## config.mk

```make
export PLATFORM = sky130hd
export DESIGN_NAME = obbt_front
export DESIGN_NICKNAME = d
export VERILOG_FILES = /design/src/obbt_pkg.sv /design/src/obbt_front.sv
export SDC_FILE = /design/constraint.sdc
export NUM_CORES = 1
export LEC_CHECK = 0
export ABC_CLOCK_PERIOD_IN_PS = 27500
export BUFFER_PORTS_ARGS = -buffer_cell sky130_fd_sc_hd__buf_2
export CORE_AREA = 2 2 401 403
export DETAILED_ROUTE_END_ITERATION = 8
export DIE_AREA = 0 0 403 405
export GPL_TIMING_DRIVEN = 1
export HOLD_SLACK_MARGIN = 0.08
export PLACE_DENSITY = 0.46
export SYNTH_ARGS = -nofsm -noshare
export SYNTH_HDL_FRONTEND = slang
export SYNTH_SLANG_ARGS = --single-unit
```

## constraint.sdc

```tcl
create_clock -name clk -period 27.5 [get_ports clk]
set_input_delay 2.75 -clock clk [delete_from_list [all_inputs] [get_ports clk]]
set_output_delay 2.75 -clock clk [all_outputs]
set_load 0.01 [all_outputs]
```

## src/obbt_pkg.sv

```systemverilog
// obbt_pkg: widths, item and handshake types shared by the box overlap test modules.
// No dependencies.
`default_nettype none

package obbt_pkg;

  localparam int CW       = 20;              // coordinate component width
  localparam int AW       = 16;              // axis component width
  localparam int AXIS_FRAC = AW - 2;         // 1.0 on an axis = 2^AXIS_FRAC
  localparam int LEN_W    = CW + 2;          // doubled lengths, sums of three corners
  localparam int TA_W     = LEN_W + AW + 2;  // T projected on an axis
  localparam int R_W      = 2 * AW + 2;      // axis cosine, sum of three products
  localparam int HR_W     = LEN_W + R_W;     // half length times cosine
  localparam int SPLIT_W  = TA_W / 2;        // low part of T projection in the split product
  localparam int TRL_W    = SPLIT_W + 1 + R_W;
  localparam int TRH_W    = (TA_W - SPLIT_W) + R_W;
  localparam int TR_W     = TA_W + R_W;
  localparam int DW       = TR_W + 2;        // comparison width, signed
  localparam int ABS_SUM_W = HR_W + 2;       // sum of up to four absolute products
  localparam int CD_W     = TR_W + 1;        // cross-axis distance before abs
  localparam int N_AXES   = 15;

  localparam int OUTQ_DEPTH = 8;
  localparam int OUTQ_AW    = $clog2(OUTQ_DEPTH);
  localparam int OUTQ_CW    = OUTQ_AW + 1;
  localparam int FILL_W     = OUTQ_CW + 1;   // in flight plus queued

  localparam logic CMD_OBB  = 1'b0;
  localparam logic CMD_AABB = 1'b1;

  typedef logic signed [LEN_W-1:0] len_t;
  typedef logic signed [AW-1:0]    axis_t;

  // Decoded item handed from front to back.
  typedef struct packed {
    len_t  [2:0]      t;   // center difference, doubled
    len_t  [2:0]      ha;  // A half lengths, doubled
    len_t  [2:0]      hb;  // B half lengths, doubled
    axis_t [2:0][2:0] ax;  // [axis][component]
    axis_t [2:0][2:0] bx;
  } item_t;

  typedef struct packed {
    logic  valid;
    item_t item;
  } head_t;

  typedef struct packed {
    logic valid;
    logic overlap;
  } res_t;

endpackage

`default_nettype wire

```

## src/obbt_front.sv

```systemverilog
// obbt_front: accepts box pairs, decodes command into doubled lengths and axes,
// and holds them in a two-entry queue for the back end. Depends on obbt_pkg.
`default_nettype none

module obbt_front (
  input  wire logic                   clk,
  input  wire logic                   rst,
  input  wire logic                   push,
  output logic                        full,
  input  wire logic                   command,
  input  wire logic [3*obbt_pkg::CW-1:0] a_center,
  input  wire logic [3*obbt_pkg::AW-1:0] a_axis_x,
  input  wire logic [3*obbt_pkg::AW-1:0] a_axis_y,
  input  wire logic [3*obbt_pkg::AW-1:0] a_axis_z,
  input  wire logic [3*obbt_pkg::CW-1:0] a_half,
  input  wire logic [3*obbt_pkg::AW-1:0] b_axis_x,
  input  wire logic [3*obbt_pkg::AW-1:0] b_axis_y,
  input  wire logic [3*obbt_pkg::AW-1:0] b_axis_z,
  input  wire logic [3*obbt_pkg::CW-1:0] b_first,
  input  wire logic [3*obbt_pkg::CW-1:0] b_second,
  output obbt_pkg::head_t             head,
  input  wire logic                   take
);

  obbt_pkg::item_t dec;
  obbt_pkg::item_t mem [2];
  logic            wp, rp;
  logic [1:0]      cnt;
  logic            wr, rd;

  always_comb begin
    obbt_pkg::len_t ac, p, q, h;
    dec = '0;
    for (int c = 0; c < 3; c++) begin
      ac = $signed(a_center[c*obbt_pkg::CW +: obbt_pkg::CW]);
      p  = $signed(b_first[c*obbt_pkg::CW +: obbt_pkg::CW]);
      q  = $signed(b_second[c*obbt_pkg::CW +: obbt_pkg::CW]);
      h  = $signed(a_half[c*obbt_pkg::CW +: obbt_pkg::CW]);
      dec.ha[c]    = h <<< 1;
      dec.ax[0][c] = $signed(a_axis_x[c*obbt_pkg::AW +: obbt_pkg::AW]);
      dec.ax[1][c] = $signed(a_axis_y[c*obbt_pkg::AW +: obbt_pkg::AW]);
      dec.ax[2][c] = $signed(a_axis_z[c*obbt_pkg::AW +: obbt_pkg::AW]);
      if (command == obbt_pkg::CMD_AABB) begin
        dec.t[c]  = p + q - (ac <<< 1);
        dec.hb[c] = q - p;
        for (int i = 0; i < 3; i++) begin
          dec.bx[i][c] = (i == c) ? obbt_pkg::axis_t'(1 << obbt_pkg::AXIS_FRAC) : '0;
        end
      end else begin
        dec.t[c]     = (p - ac) <<< 1;
        dec.hb[c]    = q <<< 1;
        dec.bx[0][c] = $signed(b_axis_x[c*obbt_pkg::AW +: obbt_pkg::AW]);
        dec.bx[1][c] = $signed(b_axis_y[c*obbt_pkg::AW +: obbt_pkg::AW]);
        dec.bx[2][c] = $signed(b_axis_z[c*obbt_pkg::AW +: obbt_pkg::AW]);
      end
    end
  end

  assign full       = (cnt == 2'd2);
  assign wr         = push && !full;
  assign rd         = take && (cnt != 2'd0);
  assign head.valid = (cnt != 2'd0);
  assign head.item  = mem[rp];

  always_ff @(posedge clk) begin
    if (wr) begin
      mem[wp] <= dec;
    end
  end

  always_ff @(posedge clk) begin
    if (rst) begin
      wp  <= 1'b0;
      rp  <= 1'b0;
      cnt <= 2'd0;
    end else begin
      if (wr) wp <= ~wp;
      if (rd) rp <= ~rp;
      cnt <= cnt + 2'(wr) - 2'(rd);
    end
  end

  a_cnt_bound: assert property (@(posedge clk) disable iff (rst) cnt <= 2'd2)
    else $error("front queue count out of range");
  a_take_nonempty: assert property (@(posedge clk) disable iff (rst)
    take |-> head.valid)
    else $error("back end took from empty front queue");

endmodule

`default_nettype wire

```

After elaboration in Yosys (flattened, before gate mapping)

Memories as Yosys holds them, arrays and structs flattened. A register that Yosys moved wholly into a read port is not among the register bits.
Index checks and enable logic that the tools add are counted.

Memory bits (read-only): 0
Bits in writable memories: 966
Memories kept: 1
Input bits: 533
Register bits: 4
Latch bits: 0

Memory list:

| name | words | width | rd ports | clocked after Yosys merged registers in | write ports | line             | source |
|---|---|---|---|---|---|---|---|
| mem  | 2     | 483   | 1        | 1                                       | 1           | obbt_front.sv:26 | `obbt_pkg::item_t mem [2];` |

$mul: 0
Reduce and logical (&&, ||, !) cells: 4
Add/subtract/negate cells: 14
Muxes and demuxes: 19
Bitwise operators: 2
Shifts and indexed selects: 0
Equal/unequal tests: 1
Order comparisons: 0
Div/mod/pow operators: 0

Operators by type and width:

| kind                                  | number |
|---|---|
| two-way mux 16 bit                    | 9 |
| two-way mux 22 bit                    | 6 |
| subtractor 20 x 20 -> 21 bit          | 6 |
| subtractor 21 x 21 -> 22 bit          | 3 |
| adder 20 x 20 -> 21 bit               | 3 |
| two-way mux 1 bit                     | 4 |
| adder 2 x 1 -> 2 bit                  | 1 |
| == test 2 bit (second input constant) | 1 |
| logical AND 1 bit                     | 2 |
| inverter 1 bit                        | 2 |
| nonzero test 2 bit                    | 1 |
| subtractor 2 x 1 -> 2 bit             | 1 |
| logical NOT 1 bit                     | 1 |

Longest topological paths before layout

Gate-level depths: netlist of the first run.

Depth in word-level cells: 5
Mapped depth: 13
Mapped depth without buffers: 13

Worst setup path before layout of the first run

Ideal clock, no wire load.

Path kind: input -> register
Start: input push
End: memory mem[0][0] (netlist bit) (enable)
Arrival: 22.447 ns
Stages on the path: 2
Slack: 3.731 ns
Path buffers: 0
Cells stage by stage: nand2_1 -> nor2_1

Longest elaborated chain between the ends: 3

Ends and longest elaborated chain:

| element                                 | line             | source |
|---|---|---|
| start, declared                         | obbt_front.sv:8  | `input wire logic push,` |
| logical AND 1 bit                       | obbt_front.sv:60 | `assign wr = push && !full;` |
| two-way mux 1 bit                       | obbt_front.sv:66 | `if (wr) begin` |
| two-way mux 1 bit (implied by the code) | obbt_front.sv:67 | `mem[wp] <= dec;` |
| end, declared                           | obbt_front.sv:26 |  |

Every way passes these cells.

==> results.cfg, run 1 <==
[timing]
finalSetupTns_ns = 0
setup_ws_ns = 19.11
max_freq_mhz = 119
fin_crit_ns = 8.39
finalClockSkew_ns = 0.0296
max_slew.worst_pin.slew_ns = 1.09
drv_slew = 0
rsz0062_at_grt = no
finalSetupViolCount = 0
hold_violations = 0
relSlewSlack_pct = 27.3
min_period_over_period_pct = 30.5

[detailed_routing]
vias = 31300
drc = 0
wl_um = 165000
wire_per_inst_um = 24.9
drtIter0Drc = 1695
ant_nets = 0
dr.pass1.iters = 5
viasPerCell = 4.73

[floorplanning]
io_pins = 1021
start_util_pct = 29.5
die_h_um = 405
coreArea_um2 = 159000
dieArea_um2 = 163000
placementRows = 147
die_width_um = 403

[placed_design]
post-place-ws_ns = 19.81
port_buffers = 1017
place_congestion = 0.888
post-place-cells = 6395
dpl.hpwl_um = 129000
placed_area_um2 = 54500

[pwr]
peakVddDrop_uv = 49.8
pwr_density_cell_nw_per_um2 = 83.1
leakage_nw = 23.2

[clocking]
ctsResizeCount = 0
postCtsHoldBufs = 0
cts_buffer_depth = 3
h-tree-depth = 3
cts_made_buffers = 110
cts_setup_buffers = 0
tritoncts = built
cts_sinks = 953
clkTransAtPathRegs_ns = 0.06
clkLatencyLatePin_ns = 0.71
clock-root-buffer = clkbuf_16

[worst_setup_path]
critPathKind = flip-flop to primary output
cp-end-kind = primary output
critPathArrivalTime_ns = 5.64
crit_required_ns = 24.75
r2r_setup_slack_ns = 23.50
path_max_fanout = 81
start_kind = flip-flop

[layout]
stdcell_count = 6613
seq_area_um2 = 28600
final_cell_mix = buf_2, edfxtp_1, mux2_2
fillCellCount = 15700
final_nets = 5205
multi_input_area_um2 = 16800
final_common_cell = buf_2
design_area_um2 = 58000
drive_gt1_share_pct = 37.7
syn_to_final_growth_pct = 23.3

[logic_synthesis]
ys_seq_elements = 953
netlist_instances = 3381
ys_async_sr_fraction_pct = 0
ys_warn_count = 0
synth-edff-count = 948
synth_cell_types = 69
yosys_most_used_dff = edfxtp_1
yosysSeqAreaShare_pct = 60.8
avgSynthCellArea_um2 = 13.9
synth_area_um2 = 47000

[global_routing]
track_usage_pct = 19.4
grt_max_degree = 141
grt_pass1_vias = 31600
overflow = 0
grt_pass1_wl_um = 228000
antenna_found_initial = 110

[worst_hold_path]
hp-class = flip-flop to flip-flop

[status]
status = finished clean

[run]
maxCapViolCount = 0
==> sequential cells by signal (all words and copies together), names as in the netlist, named ones only <==
register,cells
wp,1
cnt,2
rp,1
mem,948
==> worst max-delay path, cell delays in order (launching register included) <==
cell	delay [ns]
dfxtp_4	0.86
buf_4	0.87
buf_4	0.75
buf_4	0.80
buf_4	0.85
mux2_2	0.43
buf_2	0.14
==> synth_stat cells (11+ instances only) <==
master    instances  area (µm²)
nor2b_1         164        1030
buf_4            12        90.1
edfxtp_1        948       28500
o31ai_1          13        97.6
nor2_1          112         420
o21a_1           32         240
fa_1             66        1320
nand3_1          41         205
o211ai_1         19         143
mux2_2          478        5380
o21ai_0         116         581
xor2_1           53         464
xnor2_1          68         596
nand2_1         119         447
mux2i_1          31         310
a211oi_1         28         210
a31oi_1          15        93.8
ha_1            185        2310
nor3_1           37         185
a21oi_1         145         726
inv_1           326        1220
or3_1            24         150
nand2b_1         40         250
and3_1           11        68.8
a21o_1           51         383
clkbuf_1         94         353
==> routing by layer <==
layer	vias up	global-route usage, %	share of wire (%)
met5	-	0	0.31
met4	74	7.06	4.0
met3	380	6.12	7.3
met2	981	34.3	50
met1	15300	21.9	38
li1	14500	-	-
==> area by class of cell <==
type | count | area share (%)
Inverter | 326 | 2.11
Sequential cell | 953 | 49.3
Clock inverter | 57 | 0.993
Antenna cell | 29 | 0.125
Timing Repair Buffer | 1042 | 9.19
Tap cell | 2086 | 4.50
Multi-Input combinational cell | 1988 | 28.9
Clock buffer | 132 | 4.89
==> path summary, 6_finish.rpt <==
check / cells past startpoint / endpoint / start
hold / removal: 2 / flip-flop / rp
hold reg to reg: 2 / flip-flop / rp
setup / recovery: 6 / head[458] / flip-flop
setup reg to reg: 5 / mem[1][31] / cnt[0]
==> power by group <==
part / leakage [nW] / internal, mW / total [mW] / switching [mW]
Combinational: 12.6 / 0.588 / 1.45 / 0.867
Clock: 1.65 / 0.799 / 1.40 / 0.604
Sequential: 8.97 / 1.89 / 1.96 / 0.0720
Total: 23.2 / 3.27 / 4.82 / 1.54
==> logic make-up after synthesis <==
group	after synthesis	synth area share [%]
flip-flops	953	60.8
AND/OR/NAND/NOR	590	6.47
AO/OA/AOI/OAI	514	7.02
multiplexers	509	12.1
buffers and inverters	442	3.63
adder cells (fa/ha/maj)	251	7.74
XOR/XNOR	121	2.25
other	1	0.00798
==> stage by stage <==
stage / utilization (%) / hold WS (ns) / total power, mW
5_1_grt: 36.4 / 0.536 / 5.04
2_1_floorplan: - / 0.481 / 2.99
6_report: 36.4 / 0.517 / 4.82
3_3_place_gp: 34.2 / 0.497 / 3.47
4_1_cts: 36.3 / 0.514 / 4.90
3_5_place_dp: 34.2 / 0.498 / 3.47
Power figures use the tool's default switching activity.
==> run 2: changes to the inputs <==
--- a/config.mk
+++ b/config.mk
@@ -5,14 +5,14 @@
 export SDC_FILE = /design/constraint.sdc
 export NUM_CORES = 1
 export LEC_CHECK = 0
-export ABC_CLOCK_PERIOD_IN_PS = 27500
+export ABC_CLOCK_PERIOD_IN_PS = 7510
 export BUFFER_PORTS_ARGS = -buffer_cell sky130_fd_sc_hd__buf_2
 export CORE_AREA = 2 2 401 403
 export DETAILED_ROUTE_END_ITERATION = 8
 export DIE_AREA = 0 0 403 405
 export GPL_TIMING_DRIVEN = 1
 export HOLD_SLACK_MARGIN = 0.08
-export PLACE_DENSITY = 0.46
+export PLACE_DENSITY = 0.47
 export SYNTH_ARGS = -nofsm -noshare
 export SYNTH_HDL_FRONTEND = slang
 export SYNTH_SLANG_ARGS = --single-unit
==> constraint.sdc (replaced) <==
create_clock -name clk -period 7.51 [get_ports clk]
set_input_delay 0.751 -clock clk [delete_from_list [all_inputs] [get_ports clk]]
set_output_delay 0.751 -clock clk [all_outputs]
set_load 0.01 [all_outputs]
==> results.cfg, run 2 (synthesized netlist as in run 1, its figures left out) <==
[floorplanning]
die_width_um = 403
start_util_pct = 29.5
io_pins = 1021
coreArea_um2 = 159000
die_h_um = 405
placementRows = 147
dieArea_um2 = 163000

[global_routing]
antenna_found_initial = 83
overflow = 0
grt_pass1_vias = 30900
grt_max_degree = 138
track_usage_pct = 18.6
grt_pass1_wl_um = 220000

[pwr]
p_int_mw = 12.0
peakVddDrop_uv = 198
pwr_density_cell_nw_per_um2 = 306
pwr-share-clk_pct = 29.3
swShare_pct = 32.3
comb_power_share_pct = 31.0
p_seq_share_pct = 39.7
power_switching_mw = 5.76
leakage_nw = 23.2

[worst_setup_path]
critPathKind = flip-flop to primary output
r2r_setup_slack_ns = 4.76
regToRegStartpoint = cnt[0]
crit_required_ns = 6.76
r2r-end = mem[0][238]
path_max_fanout = 116
start_kind = flip-flop
reg2regPathDepth = 4
critPathArrivalTime_ns = 3.42
cp-end-kind = primary output

[clocking]
cts_sinks = 953
cts_setup_buffers = 0
h-tree-depth = 3
clkLatencyLatePin_ns = 0.72
cts_buffer_depth = 3
tritoncts = built
ctsResizeCount = 0
clkTransAtPathRegs_ns = 0.06
clock-root-buffer = clkbuf_16
cts_made_buffers = 110
postCtsHoldBufs = 0

[placed_design]
port_buffers = 1017
dpl.hpwl_um = 120000
place_congestion = 0.857
post-place-cells = 6390

[timing]
drv_slew = 0
hold_violations = 0
finalSetupViolCount = 0
rsz0062_at_grt = no
finalClockSkew_ns = 0.0229
fin_crit_ns = 4.17
max_slew.worst_pin.slew_ns = 1.05
min_period_over_period_pct = 55.6
relSlewSlack_pct = 29.8
hold_ws_ns = 0.200
max_freq_mhz = 240
finalSetupTns_ns = 0

[layout]
top_register = mem
final_nets = 5200
top_regs = mem: 948 flops, cnt: 2 flops
final_common_cell = buf_2
syn_to_final_growth_pct = 23.5
stdcell_count = 6609
final_cell_mix = buf_2, edfxtp_1, mux2_2
drive_gt1_share_pct = 37.4
largest_reg_flops = 948

[worst_hold_path]
holdCritStartpoint = a_half[54]
hold_end = mem[1][410]
hp-class = input port to flip-flop
holdPathStages = 1

[detailed_routing]
wl_um = 158000
vias = 31100
wire_per_inst_um = 23.9
drtIter0Drc = 1820
ant_nets = 0
drc = 0
viasPerCell = 4.71
dr.pass1.iters = 5

[run]
maxCapViolCount = 0

[status]
status = finished clean
==> run 2: cell count changes in the layout (fill, tap and decap cells not counted) <==
cell,before,now
clkinv_2,13,9
inv_16,2,1
clkbuf_1,22,23
clkbuf_8,0,2
clkinv_1,21,36
clkinv_8,0,1
buf_12,3,10
clkbuf_16,110,111
inv_6,4,1
buf_4,22,10
diode_2,29,18
nand2_8,0,1
nand2_1,119,118
==> run 2: cell type report <==
cell class | instances | area (µm²)
fill | 15700 | 101000
sequential | 953 | 28600
multi-input combinational | 1988 | 16800
timing repair buffer | 1037 | 5380
clock buffer | 136 | 2890
tap | 2086 | 2610
inverter | 326 | 1220
clock inverter | 65 | 582
antenna | 18 | 45.0
==> run 2: critical path, cell delays in order, from the launching register on <==
cell	delay (ns)
dfxtp_4	0.70
buf_12	0.52
buf_4	0.72
mux2_2	0.43
buf_2	0.18
==> run 2: stage by stage <==
stage	instance area, µm²	power, mW	worst slack [ns]	util, %
6_report	58100	17.8	3.34	36.5
5_1_grt	58000	18.7	3.13	36.4
4_1_cts	58000	18.1	3.20	36.4
3_5_place_dp	54500	12.8	3.04	34.2
3_3_place_gp	54500	12.8	3.05	34.2
2_1_floorplan	47000	10.6	-0.700	-
==> run 2: how the worst max path moves through the flow <==
stage	startpoint	end	slack [ns]
final	flip-flop	head[382]	3.34
after global routing	flip-flop	head[382]	3.13
after CTS	flip-flop	head[382]	3.20
after detailed placement	b_first[23]	mem[0][459]	3.04
after global placement	b_first[23]	mem[0][459]	3.05
after floorplan	push	mem[0][0]	-0.70
==> run 2: power by group through the flow <==
stage | logic [mW] | clock network [mW] | registers (mW)
2_1_floorplan | 3.25 | 0 | 7.32
3_3_place_gp | 5.66 | 0 | 7.15
3_5_place_dp | 5.65 | 0 | 7.18
4_1_cts | 5.68 | 5.38 | 7.07
5_1_grt | 5.97 | 5.57 | 7.13
6_report | 5.52 | 5.21 | 7.07
==> run 2: per-layer routing <==
layer,vias to the layer above,track usage (%),share of wire (%)
met5,-,0,0.25
met4,58,4.84,2.6
met3,289,6.08,7.3
met2,901,32.5,50
met1,15400,21.9,40
li1,14500,-,-
