**config.mk**
```make
export PLATFORM = sky130hd
export DESIGN_NAME = obbt_outq
export DESIGN_NICKNAME = d
export VERILOG_FILES = /design/src/obbt_pkg.sv /design/src/obbt_outq.sv
export SDC_FILE = /design/constraint.sdc
export NUM_CORES = 1
export LEC_CHECK = 0
export ABC_CLOCK_PERIOD_IN_PS = 3900
export BUFFER_PORTS_ARGS = -buffer_cell sky130_fd_sc_hd__buf_2
export CAP_MARGIN = 20
export CORE_MARGIN = 10
export CORE_UTILIZATION = 47
export DETAILED_ROUTE_END_ITERATION = 10
export GPL_TIMING_DRIVEN = 0
export PLACE_DENSITY = 0.74
export SKIP_LAST_GASP = 1
export SLEW_MARGIN = 20
export SYNTH_ARGS = -nofsm -noshare
export SYNTH_HDL_FRONTEND = slang
export SYNTH_SLANG_ARGS = --single-unit
```
**constraint.sdc**
```tcl
create_clock -name clk -period 3.9 [get_ports clk]
set_input_delay 0.585 -clock clk [delete_from_list [all_inputs] [get_ports clk]]
set_output_delay 0.585 -clock clk [all_outputs]
set_load 0.05 [all_outputs]
```
**src/obbt_pkg.sv**
```systemverilog
// obbt_pkg: widths, item and handshake types shared by the box overlap test modules.
// No dependencies.
`default_nettype none

package obbt_pkg;

  localparam int CW       = 20;              // coordinate component width
  localparam int AW       = 16;              // axis component width
  localparam int AXIS_FRAC = AW - 2;         // 1.0 on an axis = 2^AXIS_FRAC
  localparam int LEN_W    = CW + 2;          // doubled lengths, sums of three corners
  localparam int TA_W     = LEN_W + AW + 2;  // T projected on an axis
  localparam int R_W      = 2 * AW + 2;      // axis cosine, sum of three products
  localparam int HR_W     = LEN_W + R_W;     // half length times cosine
  localparam int SPLIT_W  = TA_W / 2;        // low part of T projection in the split product
  localparam int TRL_W    = SPLIT_W + 1 + R_W;
  localparam int TRH_W    = (TA_W - SPLIT_W) + R_W;
  localparam int TR_W     = TA_W + R_W;
  localparam int DW       = TR_W + 2;        // comparison width, signed
  localparam int ABS_SUM_W = HR_W + 2;       // sum of up to four absolute products
  localparam int CD_W     = TR_W + 1;        // cross-axis distance before abs
  localparam int N_AXES   = 15;

  localparam int OUTQ_DEPTH = 8;
  localparam int OUTQ_AW    = $clog2(OUTQ_DEPTH);
  localparam int OUTQ_CW    = OUTQ_AW + 1;
  localparam int FILL_W     = OUTQ_CW + 1;   // in flight plus queued

  localparam logic CMD_OBB  = 1'b0;
  localparam logic CMD_AABB = 1'b1;

  typedef logic signed [LEN_W-1:0] len_t;
  typedef logic signed [AW-1:0]    axis_t;

  // Decoded item handed from front to back.
  typedef struct packed {
    len_t  [2:0]      t;   // center difference, doubled
    len_t  [2:0]      ha;  // A half lengths, doubled
    len_t  [2:0]      hb;  // B half lengths, doubled
    axis_t [2:0][2:0] ax;  // [axis][component]
    axis_t [2:0][2:0] bx;
  } item_t;

  typedef struct packed {
    logic  valid;
    item_t item;
  } head_t;

  typedef struct packed {
    logic valid;
    logic overlap;
  } res_t;

endpackage

`default_nettype wire

```
**src/obbt_outq.sv**
```systemverilog
// obbt_outq: result queue of overlap bits, read from the head.
// Depends on obbt_pkg.
`default_nettype none

module obbt_outq (
  input  wire logic                    clk,
  input  wire logic                    rst,
  input  wire obbt_pkg::res_t          res,
  input  wire logic                    pop,
  output logic                         empty,
  output logic                         overlap,
  output logic [obbt_pkg::OUTQ_CW-1:0] cnt
);

  logic [obbt_pkg::OUTQ_DEPTH-1:0] mem;
  logic [obbt_pkg::OUTQ_AW-1:0]    wp, rp;
  logic                            rd;

  assign empty   = (cnt == '0);
  assign rd      = pop && !empty;
  assign overlap = mem[rp];

  always_ff @(posedge clk) begin
    if (res.valid) mem[wp] <= res.overlap;
  end

  always_ff @(posedge clk) begin
    if (rst) begin
      wp  <= '0;
      rp  <= '0;
      cnt <= '0;
    end else begin
      if (res.valid) wp <= wp + 1'b1;
      if (rd) rp <= rp + 1'b1;
      cnt <= cnt + obbt_pkg::OUTQ_CW'(res.valid) - obbt_pkg::OUTQ_CW'(rd);
    end
  end

  a_no_overflow: assert property (@(posedge clk) disable iff (rst)
    res.valid |-> (cnt < obbt_pkg::OUTQ_CW'(obbt_pkg::OUTQ_DEPTH)) || rd)
    else $error("result written into full queue");

endmodule

`default_nettype wire
```
# Word level (Yosys, flattened, before mapping)
# Index checks and enable logic that the tools add are counted.
# W data, S select, Z words.
[totals]
reg_bits = 18
in_bits = 5
output_inout_bits = 6
wordCells = 20
[classes]
addsub = 4
magnitude_cmp = 3
mux = 5
n_reduce_logical = 4
[ops]
columns = ["cell", "n"]
rows = [
  ["$bwmux W8", 1],
  ["$lt A3 B4 Y1 const B", 2],
  ["$add A3 B1 Y3 const B", 2],
  ["$add A4 B1 Y4", 1],
  ["$logic_not A4 Y1", 1],
  ["$sub A4 B1 Y4", 1],
  ["$bmux W1 S3", 1],
  ["$demux W1 S3", 1],
  ["$ge A3 B1 Y1 const B", 1],
  ["$logic_and A1 B1 Y1", 2],
  ["$mux W1", 2],
  ["$logic_not A1 Y1", 1],
]

# Longest topological paths before layout
# Gate-level depths: netlist (run 1).
[logic_depth]
depth_word = 5
depth_mapped = 11
depth_no_buf = 11

# Worst setup path before layout (run 1)
# OpenSTA, ideal clock, no wires.
[synth_timing]
kind = "register to register"
startpoint = "register cnt[2] in the netlist's numbering"
endpoint = "register cnt[2] in the netlist's numbering"
setup_ps = 127
arrival_time_ps = 2758
required_ps = 3773
setup_slack_ps = 1014
path_stages_with_launch = 12
n_path_buf = 0
synth_period_minus_slack_ps = 2886
cell_sequence = "dfxtp_1 -> inv_1 -> ha_1 -> nor3b_2 -> nor2b_1 -> ha_1 -> inv_1 -> ha_1 -> inv_1 -> fa_1 -> xor2_1 -> nor2_1"
[synth_between]
elab_chain_len = 4
word_cells_on_any_way = 5
classes_between = "2 x add/sub; 3 x reduce/logical"
[synth_lines]
columns = ["element", "line", "source"]
rows = [
  ["start, declared", "obbt_outq.sv:12", "output logic [obbt_pkg::OUTQ_CW-1:0] cnt"],
  ["start signal, assigned", "obbt_outq.sv:35", "cnt <= cnt + obbt_pkg::OUTQ_CW'(res.valid) - obbt_pkg::OUTQ_CW'(rd);"],
  ["$logic_not A4 Y1", "obbt_outq.sv:19", "assign empty = (cnt == '0);"],
  ["named net empty", "obbt_outq.sv:10", "output logic empty,"],
  ["$logic_not A1 Y1", "obbt_outq.sv:20", "assign rd = pop && !empty;"],
  ["$logic_and A1 B1 Y1", "obbt_outq.sv:20", ""],
  ["named net rd", "obbt_outq.sv:17", "logic rd;"],
  ["$sub A4 B1 Y4", "obbt_outq.sv:35", ""],
]
# The timed path passes the listed nets, and every way through them passes these cells.
# A chain may end at the register's enable or synchronous reset.

# Worst setup path in the final report (run 1)
[layout_timing]
startpoint = "register rp[0] in the netlist's numbering"
endpoint = "output port overlap"
[layout_between]
elab_chain_len = 2
[layout_lines]
columns = ["element", "line", "source"]
rows = [
  ["start, declared", "obbt_outq.sv:16", "logic [obbt_pkg::OUTQ_AW-1:0] wp, rp;"],
  ["start signal, assigned", "obbt_outq.sv:34", "if (rd) rp <= rp + 1'b1;"],
  ["$bmux W1 S3", "obbt_outq.sv:21", "assign overlap = mem[rp];"],
  ["$mux W1 (implied by the code)", "obbt_outq.sv:21", ""],
  ["end, declared", "obbt_outq.sv:11", "output logic overlap,"],
]
# No other way between the ends. The select of a mux whose other input is x is not followed.

==> run metrics, run 1 <==
fin area=990 um2; Setup WS pre-CTS=1.60 ns; post-synthesis net count=92; final wirelength=1440 um; PnR worst setup slack=1.54 ns; YS warnings=0; clock sink count=18; R2R depth=11; Post-Synthesis Cell Area=882 um2; type of the worst min-delay path=register to register; setup violators final=0; Flop pwr share=38.1%; DR iter-0 viols=4; layout cell share with drive strength beyond 1=18.3%; antenna-violating nets left=0; initial core utilization=50.5%; P_leak=0.405 nW; Placer Congestion=0.744; CP Capture Type=output port; Port Buf Inserts=10; Die Y=63.3 um; Vias per Instance=4.95; Crit Path Max Fanout=5; Synth cell types=22; Worst-Margin Slew=0.435 ns; die area=4010 um2; row count=15; DRC Markers=0; GRT Total Usage=7.52%; Placed Area=963 um2; floorplan core area=1750 um2; Post-Syn Area per Cell=11.2 um2; drt pass-1 iters=4; first-pass GRT wire length=2420 um; vias in the first global route=582; VDD IR max=465 uV; CP Class=register to output port; CTS tree=built; net switching power=0.287 mW; Pint=0.380 mW; DP Wirelength=1110 um; Max Cap Violations=0; CTS Hold Buffers Added=0; via count=584; largest net degree at the start of global routing=11; post_cts resized=0; Max Transition Viols Final=0; htree depth=1; total CTS buffers=3; RSZ-0062 raised after global routing=no; crit share post-route=60.5%; status=finished clean; fmax=424 MHz; initial antenna violation count=0; Hold Vio Cnt, Final=0; Logic pwr share=47.4%; CP Data Required Time=3.31 ns; Mapped Cells=79; wire per inst=12.2 um; clock buffer depth=2; worst skew pair latency=0.29 ns; die width=63.3 um; Startpoint Class=register; Root Buffer=clkbuf_4; Seq cells post-synth=18; pwr dens=674 nW/um2; critical path arrival=1.77 ns; setup TNS=0 ns; n_diodes=0; Slew HR=71.0%; Post-CTS Setup Bufs=0; post-synthesis sequential area ratio=49.9%; clock skew=0.000374 ns; Clock transition at path regs=0.10 ns; Congestion Overflow GR=0; Net Sw Frac=43.0%; hold path depth=2; # nets final=107; min Tclk post-route=2.36 ns; clock share of power=14.5%; # IOs=11; Area growth, synth to finish=12.2%
-- cells by family after synthesis --
| logic type | share of synthesized area, % |
|---|---|
| AO/OA/AOI/OAI | 3.26 |
| XOR/XNOR | 2.98 |
| adder cells (fa/ha/maj) | 12.2 |
| buffers and inverters | 3.40 |
| flip-flops | 49.9 |
| multiplexers | 10.8 |
| AND/OR/NAND/NOR | 17.4 |
-- cell type report --
| type | instances | area [um2] |
|---|---|---|
| Timing Repair Buffer | 10 | 50.0 |
| Buffer | 1 | 3.75 |
| Clock buffer | 4 | 26.3 |
| Sequential cell | 18 | 440 |
| Inverter | 7 | 26.3 |
| Fill cell | 165 | 756 |
| Tap cell | 25 | 31.3 |
| Multi-Input combinational cell | 53 | 412 |
-- cell usage after synthesis --
cell      instances  area (um2)
a21oi_1           3        15.0
a31o_2            1        8.76
clkbuf_1          1        3.75
dfxtp_1          10         200
edfxtp_1          8         240
fa_1              1        20.0
ha_1              7        87.6
inv_1             7        26.3
mux2_2            2        22.5
mux2i_1           2        20.0
mux4_1            2        52.6
nand2_1           4        15.0
nand2b_1          6        37.5
nand3_1           1        5.00
nor2_1           13        48.8
nor2b_1           3        18.8
nor3_1            2        10.0
nor3b_2           1        12.5
o21ai_0           1        5.00
or3_1             1        6.26
xnor2_1           1        8.76
xor2_1            2        17.5
-- state kept, by name, indices dropped and copies added (netlist names) --
name and cells:
mem 8, cnt 4, rp 3, wp 3
-- worst max-delay path: stages, from the launching register on --
cell,delay (ns)
dfxtp_1,0.44
mux4_1,0.57
mux2_2,0.27
buf_2,0.21
-- stage by stage --
| stage | hold slack, ns | utilization [%] | std cells | total power, mW |
|---|---|---|---|---|
| after floorplan | 0.463 | - | 79 | 0.509 |
| after global placement | 0.493 | 55.2 | 114 | 0.563 |
| after detailed placement | 0.504 | 55.2 | 114 | 0.575 |
| after CTS | 0.520 | 56.7 | 118 | 0.670 |
| after global routing | 0.541 | 56.7 | 118 | 0.717 |
| final | 0.506 | 56.7 | 118 | 0.667 |
-- power groups by stage --
stage	Combinational (mW)	Sequential (mW)	Clock, mW
6_report	0.316	0.254	0.0964
5_1_grt	0.349	0.258	0.109
3_3_place_gp	0.306	0.257	0
2_1_floorplan	0.197	0.311	0
4_1_cts	0.320	0.254	0.0965
3_5_place_dp	0.317	0.259	0
-- cell usage in the layout, fill, tap and decap left out, types with 2 or more instances in the layout --
master / synthesis / layout
buf_2: 0 / 10
nand2_1: 4 / 4
nand2b_1: 6 / 6
mux2_2: 2 / 2
clkbuf_4: 0 / 3
mux2i_1: 2 / 2
xor2_1: 2 / 2
dfxtp_1: 10 / 10
ha_1: 7 / 7
nor2_1: 13 / 13
clkbuf_1: 1 / 2
mux4_1: 2 / 2
nor2b_1: 3 / 3
a21oi_1: 3 / 3
inv_1: 7 / 7
edfxtp_1: 8 / 8
nor3_1: 2 / 2
-- final timing paths --
check / startpoint / end / slack [ns]
worst min-delay path: rp[2]$_SDFFE_PP0P_ / rp[2]$_SDFFE_PP0P_ / 0.51
worst max-delay path: rp[0]$_SDFFE_PP0P_ / overlap / 1.54
worst min register to register: rp[2]$_SDFFE_PP0P_ / rp[2]$_SDFFE_PP0P_ / 0.51
worst max register to register: cnt[2]$_SDFF_PP0_ / cnt[2]$_SDFF_PP0_ / 1.58
-- routing by layer --
metal / share of wire (%) / wire [um] / up-vias / track usage [%]
met5: 0 / 0 / - / 0
met4: 1.6 / 23 / 0 / 3.28
met3: 4.0 / 57 / 2 / 3.00
met2: 48 / 697 / 7 / 13.3
met1: 46 / 660 / 277 / 7.56
li1: - / - / 298 / -
(Power assumes the default switching activity.)
==> inputs of run 2 (changes only) <==
Settings changed: ABC_AREA set to 1, ABC_CLOCK_PERIOD_IN_PS 3900 to 2400.
Clock period 3.9 ns to 2.4 ns, I/O delays scaled along.
==> run 2 against run 1 <==
  * Critical endpoint is now cnt[2]$_SDFF_PP0_
  * Die area grew 4.3%
  * First-iteration DRC count grew to 4.3 times the previous value
  * Area after synthesis grew 6.2%
  * Synthesized cell count grew 52%
  * Via count grew 22%
  * Largest power group unchanged
  * Clock power grew 57%
  * Power grew 74%
  * Worst setup slack lost 1.3 ns
  * Non-clock buffer count shrank 1
  * Combinational power grew 87%
  * Register-to-register slack lost 1.3 ns
  * Final cell count grew 36%
==> run metrics, run 2 <==
Hold Vio Cnt, Final=0 (unchanged); post_cts resized=0 (unchanged); share of the synthesized area in the top cell type=25.6% (was 27.2%); largest reg by FF count=mem (unchanged); Post-Synth XOR/XNOR Area=0% (was 2.98%); top_reg_cell synth=dfxtp_1 (unchanged); r2r startpoint=cnt[2]$_SDFF_PP0_ (unchanged); DRC Markers=0 (unchanged); clock sink count=18 (unchanged); GRT Total Usage=8.18% (was 7.52%); Clock transition at path regs=0.10 ns (about the same); pwr dens=1090 nW/um2 (was 674 nW/um2); # IOs=11 (unchanged); hold path endpoint=cnt[1]$_SDFF_PP0_ (was rp[2]$_SDFFE_PP0P_); vias in the first global route=681 (was 582); initial antenna violation count=0 (unchanged); first-pass GRT wire length=2750 um (was 2420 um); area leader, netlist=edfxtp_1 (unchanged); DR iter-0 viols=17 (was 4); critical path arrival=2.33 ns (was 1.77 ns); commonest non-fill, non-tap cells in the layout=inv_1 (27), nand2_1 (27), nor2_1 (16), buf_2 (10) (was nor2_1 (13), dfxtp_1 (10), buf_2 (10), edfxtp_1 (8)); Startpoint Class=register (unchanged); CTS Hold Buffers Added=0 (unchanged); Post-CTS Setup Bufs=0 (unchanged); Synth cell types=14 (was 22); htree depth=1 (unchanged); post-synthesis net count=133 (was 92); via count=713 (was 584); Port Buf Inserts=10 (unchanged); final hold slack=0.258 ns (was 0.506 ns); fmax=468 MHz; min Tclk post-route=2.14 ns; YS warnings=0 (unchanged); status=finished clean (unchanged); floorplan core area=1920 um2 (was 1750 um2); clock buffer depth=2 (unchanged); die area=4180 um2 (was 4010 um2); hold path depth=2 (unchanged); Max Transition Viols Final=0 (unchanged); VDD IR max=752 uV (was 465 uV); number of flops mapped to enable cells by yosys=8 (unchanged); antenna-violating nets left=0 (unchanged); WP buf/inv=4 (was 1); Die Y=64.7 um (was 63.3 um); Placer Congestion=0.785 (was 0.744); Max Cap Violations=0 (unchanged); P_leak=0.526 nW (was 0.405 nW); worst-path cell chain=inv_1 > ha_1 > nand3_2 > clkinvlp_4 > nor2_1 > ha_1 > inv_1 > ha_1 > inv_1 > fa_1 > o21ai_1 > a21oi_1 (was mux4_1 > mux2_2 > buf_2); Seq cells post-synth=18 (unchanged); R2R depth=12 (was 11); R2R setup slack=0.26 ns (was 1.58 ns); worst hold start=rst (was rp[2]$_SDFFE_PP0P_); CP Class=register to register (was register to output port); Post-Synth Adder-Cell Area=11.5% (was 12.2%); biggest cell delay along the critical path=0.38 ns (was 0.57 ns); post-synthesis sequential area ratio=47.0% (was 49.9%); multiplexer share of the synthesized area=0% (was 10.8%); count leader, synth=inv_1 (was nor2_1); n_diodes=0 (unchanged); total CTS buffers=3 (unchanged); RSZ-0062 raised after global routing=no (unchanged); die width=64.7 um (was 63.3 um); setup violators final=0 (unchanged); Post-Syn Area per Cell=7.81 um2 (was 11.2 um2); ys async rst share=0% (unchanged); # nets final=148 (was 107); wire per inst=8.88 um (was 12.2 um); DP Wirelength=1170 um (was 1110 um); worst reg2reg endpoint=cnt[2]$_SDFF_PP0_ (unchanged); Largest register FFs=8 (unchanged); Placed Area=1040 um2 (was 963 um2); Root Buffer=clkbuf_4 (unchanged); Area growth, synth to finish=13.8% (was 12.2%); Post-Synthesis Cell Area=937 um2 (was 882 um2); top post-synthesis cells by count=inv_1 (28), nand2_1 (27), nor2_1 (16), dfxtp_1 (10), nand3_1 (9) (was nor2_1 (13), dfxtp_1 (10), edfxtp_1 (8), ha_1 (7), inv_1 (7)); Crit Path Max Fanout=7 (was 5); Synth area leaders=edfxtp_1 (26%), dfxtp_1 (21%), inv_1 (11%), nand2_1 (11%), ha_1 (9.3%) (was edfxtp_1 (27%), dfxtp_1 (23%), ha_1 (9.9%), mux4_1 (6.0%), nor2_1 (5.5%)); clock skew=0.00232 ns (was 0.000374 ns); Vias per Instance=4.43 (was 4.95); delay-heaviest family, CP=adder cells (was multiplexers); CTS tree=built (unchanged); worst skew pair latency=0.29 ns (about the same); crit share post-route=89.0%; row count=16 (was 15); Worst-Margin Slew=0.272 ns (was 0.435 ns); largest family of logic cells by synthesized area=simple AND/OR/NAND/NOR gates (unchanged); layout cell share with drive strength beyond 1=16.4% (was 18.3%); Synth Area in Compound Gates=6.28% (was 3.26%); largest registers=mem: 8 flops, cnt: 4 flops (unchanged); Post-Synth Simple-Gate Area=23.6% (was 17.4%); largest net degree at the start of global routing=11 (unchanged); final wirelength=1430 um (was 1440 um); initial core utilization=48.8% (was 50.5%); CP Data Required Time=2.59 ns (was 3.31 ns); Congestion Overflow GR=0 (unchanged); Mapped Cells=120 (was 79); drt pass-1 iters=4 (unchanged); fin area=1070 um2 (was 990 um2); type of the worst min-delay path=input pin to register (was register to register); CP Depth=12 (was 3); setup TNS=0 ns (unchanged); slowest CP cell=fa_1 (was mux4_1); Slew HR=81.8% (was 71.0%); CP Capture Type=register (was output port)
[run 2: changes by cell type in the layout (fill, tap and decap cells not counted), moves of 4 or more]
cell	delta
dfxtp_1	-4
nand2_1	+23
nand2b_1	-6
nand3_1	+7
inv_1	+20
a21oi_1	+4
[run 2: final cells by class]
cell class                 instances  area [um2]
fill                             203         856
sequential                        18         450
multi-input combinational         73         393
inverter                          29         113
timing repair buffer              10        50.0
tap                               27        33.8
clock buffer                       3        22.5
clock inverter                     1        3.75
[run 2: worst max path at each step]
| stage | start | end | slack, ns |
|---|---|---|---|
| finish | cnt[2]$_SDFF_PP0_ | cnt[2]$_SDFF_PP0_ | 0.26 |
| detailed placement | cnt[2]$_SDFF_PP0_ | cnt[2]$_SDFF_PP0_ | 0.27 |
| global placement | cnt[2]$_SDFF_PP0_ | cnt[2]$_SDFF_PP0_ | 0.29 |
| CTS | cnt[2]$_SDFF_PP0_ | cnt[2]$_SDFF_PP0_ | 0.25 |
| global route | cnt[2]$_SDFF_PP0_ | cnt[2]$_SDFF_PP0_ | 0.08 |
| floorplan | cnt[2]$_SDFF_PP0_ | cnt[2]$_SDFF_PP0_ | 0.02 |
[run 2: kinds of logic (layout without fill, tap and decap cells)]
group,count (synthesis),count (layout)
AO/OA/AOI/OAI,11,11
adder cells (fa/ha/maj),8,8
buffers and inverters,29,43
flip-flops,18,18
AND/OR/NAND/NOR,54,54
[run 2: worst register-to-register path, delay by kind of cell, from the launching register on]
| family | cells | cell delay (ns) |
|---|---|---|
| AO/OA/AOI/OAI | 2 | 0.18 |
| adder cells (fa/ha/maj) | 4 | 0.96 |
| buffers and inverters | 4 | 0.27 |
| flip-flops | 1 | 0.35 |
| AND/OR/NAND/NOR | 2 | 0.26 |
[run 2: per-stage QoR]
stage                     instances  util [%]  total power, mW  setup slack (ns)
after floorplan                 120         -            0.899            0.0219
after global placement          157      54.1             1.00             0.294
after detailed placement        157      54.1             1.02             0.265
after CTS                       161      55.5             1.17             0.254
after global routing            161      55.5             1.27            0.0778
final                           161      55.5             1.16             0.263
[run 2: metal layers]
metal / wire length (um) / share of wire (%) / GRT usage, % / up-vias
met5: 0 / 0 / 0 / -
met4: 31 / 2.2 / 4.81 / 0
met1: 673 / 47 / 8.90 / 304
met3: 63 / 4.4 / 3.09 / 4
met2: 662 / 46 / 13.3 / 7
li1: - / - / - / 398
[run 2: power breakdown]
| group | internal [mW] | total (mW) | leakage (nW) | switching [mW] |
|---|---|---|---|---|
| clock | 0.0605 | 0.151 | 0.0154 | 0.0902 |
| sequential | 0.378 | 0.417 | 0.157 | 0.0391 |
| combinational | 0.182 | 0.590 | 0.354 | 0.407 |
==> inputs of run 3 (changes only) <==
Settings changed: ABC_AREA 1 to not set.
==> run 3 against run 2 <==
  * Power fell by 3.1%
  * Flip-flop and latch count unchanged
  * Sequential power up 1%
  * Worst setup slack better by 0.011 ns
  * Highest routed layer unchanged
  * First-iteration DRC count is 41% lower
  * Via count decreased by 23%
==> run metrics, run 3 (same netlist as run 1, synthesis figures left out) <==
Root Buffer=clkbuf_4 (unchanged); commonest non-fill, non-tap cell in the layout=nor2_1; Slew HR=72.5% (was 81.8%); wire per inst=11.1 um (was 8.88 um); Congestion Overflow GR=0 (unchanged); via count=552 (was 713); crit share post-route=88.6% (was 89.0%); layout cell share with drive strength beyond 1=24.7% (was 16.4%); PnR worst setup slack=0.274 ns (was 0.263 ns); GRT Total Usage=7.15% (was 8.18%); commonest non-fill, non-tap cells in the layout=nor2_1 (13), buf_2 (10), edfxtp_1 (8), ha_1 (7), dfxtp_1 (7) (was inv_1 (27), nand2_1 (27), nor2_1 (16), buf_2 (10)); DRC Markers=0 (unchanged); Max Cap Violations=0 (unchanged); Clock transition at path regs=0.10 ns (about the same); fill count=151 (was 203); CTS tree=built (unchanged); Placed Area=981 um2 (was 1040 um2); CP Capture Type=register (unchanged); critical path arrival=2.30 ns (was 2.33 ns); Hold Vio Cnt, Final=0 (unchanged); row count=15 (was 16); Worst-Margin Slew=0.413 ns (was 0.272 ns); setup violators final=0 (unchanged); n_diodes=0 (unchanged); total CTS buffers=3 (unchanged); type of the worst min-delay path=input pin to register (unchanged); fin area=1020 um2 (was 1070 um2); Max Transition Viols Final=0 (unchanged); R2R setup slack=0.27 ns (was 0.26 ns); Placer Congestion=0.790 (was 0.785); CP Class=register to register (unchanged); Largest register FFs=8 (unchanged); Die Y=63.3 um (was 64.7 um); post_cts resized=0 (unchanged); # IOs=11 (unchanged); vias in the first global route=557 (was 681); Post-CTS Setup Bufs=0 (unchanged); htree depth=1 (unchanged); CTS Hold Buffers Added=0 (unchanged); Vias per Instance=4.68 (was 4.43); clock buffer depth=2 (unchanged); VDD IR max=703 uV (was 752 uV); antenna-violating nets left=0 (unchanged); largest registers=mem: 8 flops, cnt: 4 flops (unchanged); Setup WS pre-CTS=0.262 ns (was 0.265 ns); floorplan core area=1750 um2 (was 1920 um2); largest net degree at the start of global routing=11 (unchanged); initial antenna violation count=0 (unchanged); # nets final=107 (was 148); clock skew=0.00329 ns (was 0.00232 ns); drt pass-1 iters=4 (unchanged); min Tclk post-route=2.13 ns (was 2.14 ns); final hold slack=0.338 ns (was 0.258 ns); CP Data Required Time=2.57 ns (was 2.59 ns); fmax=470 MHz (was 468 MHz); clock sink count=18 (unchanged); setup TNS=0 ns (unchanged); DR iter-0 viols=10 (was 17); Crit Path Max Fanout=4 (was 7); first-pass GRT wire length=2350 um (was 2750 um); initial core utilization=50.5% (was 48.8%); die area=4010 um2 (was 4180 um2); worst skew pair latency=0.29 ns (about the same); pwr dens=1100 nW/um2 (was 1090 nW/um2); Area growth, synth to finish=15.3% (was 13.8%); Startpoint Class=register (unchanged); P_leak=0.414 nW (was 0.526 nW); RSZ-0062 raised after global routing=no (unchanged); final wirelength=1320 um (was 1430 um); largest reg by FF count=mem (unchanged); total power=1.12 mW (was 1.16 mW); die width=63.3 um (was 64.7 um); Port Buf Inserts=10 (unchanged); DP Wirelength=1080 um (was 1170 um); status=finished clean (unchanged)
run 3: cell types whose count changed in the layout (fill, tap and decap cells not counted), moves of 3 or more:
cell      change
a21oi_1       -4
nand2b_1      +6
inv_1        -21
nand2_1      -23
nand3_1       -7
nor2_1        -3
run 3: critical path: stages (launching register included):
cell and delay (ns):
dfxtp_4 0.35, inv_2 0.05, ha_1 0.13, nor3b_4 0.24, nor2b_2 0.10, ha_1 0.29, inv_1 0.05, ha_1 0.15
inv_1 0.05, fa_1 0.37, xor2_1 0.16, nor2_1 0.05
run 3: final timing paths:
| kind | from | endpoint | cells after the start |
|---|---|---|---|
| max | cnt[2]$_SDFF_PP0_ | cnt[2]$_SDFF_PP0_ | 11 |
| min | res[0] | mem[6]$_DFFE_PP_ | 1 |
| max reg2reg | cnt[2]$_SDFF_PP0_ | cnt[2]$_SDFF_PP0_ | 11 |
| min reg2reg | rp[2]$_SDFFE_PP0P_ | rp[2]$_SDFFE_PP0P_ | 2 |
run 3: area by class of cell:
type | instances | area [um2] | share of cell area [%]
Clock buffer | 4 | 36.3 | 3.57
Tap cell | 25 | 31.3 | 3.08
Buffer | 1 | 3.75 | 0.369
Sequential cell | 18 | 449 | 44.2
Multi-Input combinational cell | 53 | 420 | 41.3
Inverter | 7 | 26.3 | 2.58
Timing Repair Buffer | 10 | 50.0 | 4.92
run 3: power breakdown:
| part | leakage [nW] | switching [mW] | internal [mW] | total (mW) |
|---|---|---|---|---|
| clock network | 0.0210 | 0.0872 | 0.0924 | 0.180 |
| registers | 0.157 | 0.0485 | 0.375 | 0.423 |
| logic | 0.237 | 0.323 | 0.197 | 0.520 |
| total | 0.414 | 0.458 | 0.664 | 1.12 |
run 3: routing by layer:
metal / GRT usage [%] / routed length, um / vias up / part of all wire [%]
met2: 11.4 / 646 / 7 / 49
met4: 3.28 / 12 / 0 / 0.91
met3: 3.18 / 71 / 2 / 5.4
met5: 0 / 0 / - / 0
li1: - / - / 298 / -
met1: 7.94 / 584 / 245 / 44
run 3: through the flow:
stage,cells,util (%)
3_5_place_dp,114,56.2
4_1_cts,118,58.3
3_3_place_gp,114,56.2
2_1_floorplan,79,-
6_report,118,58.3
5_1_grt,118,58.3
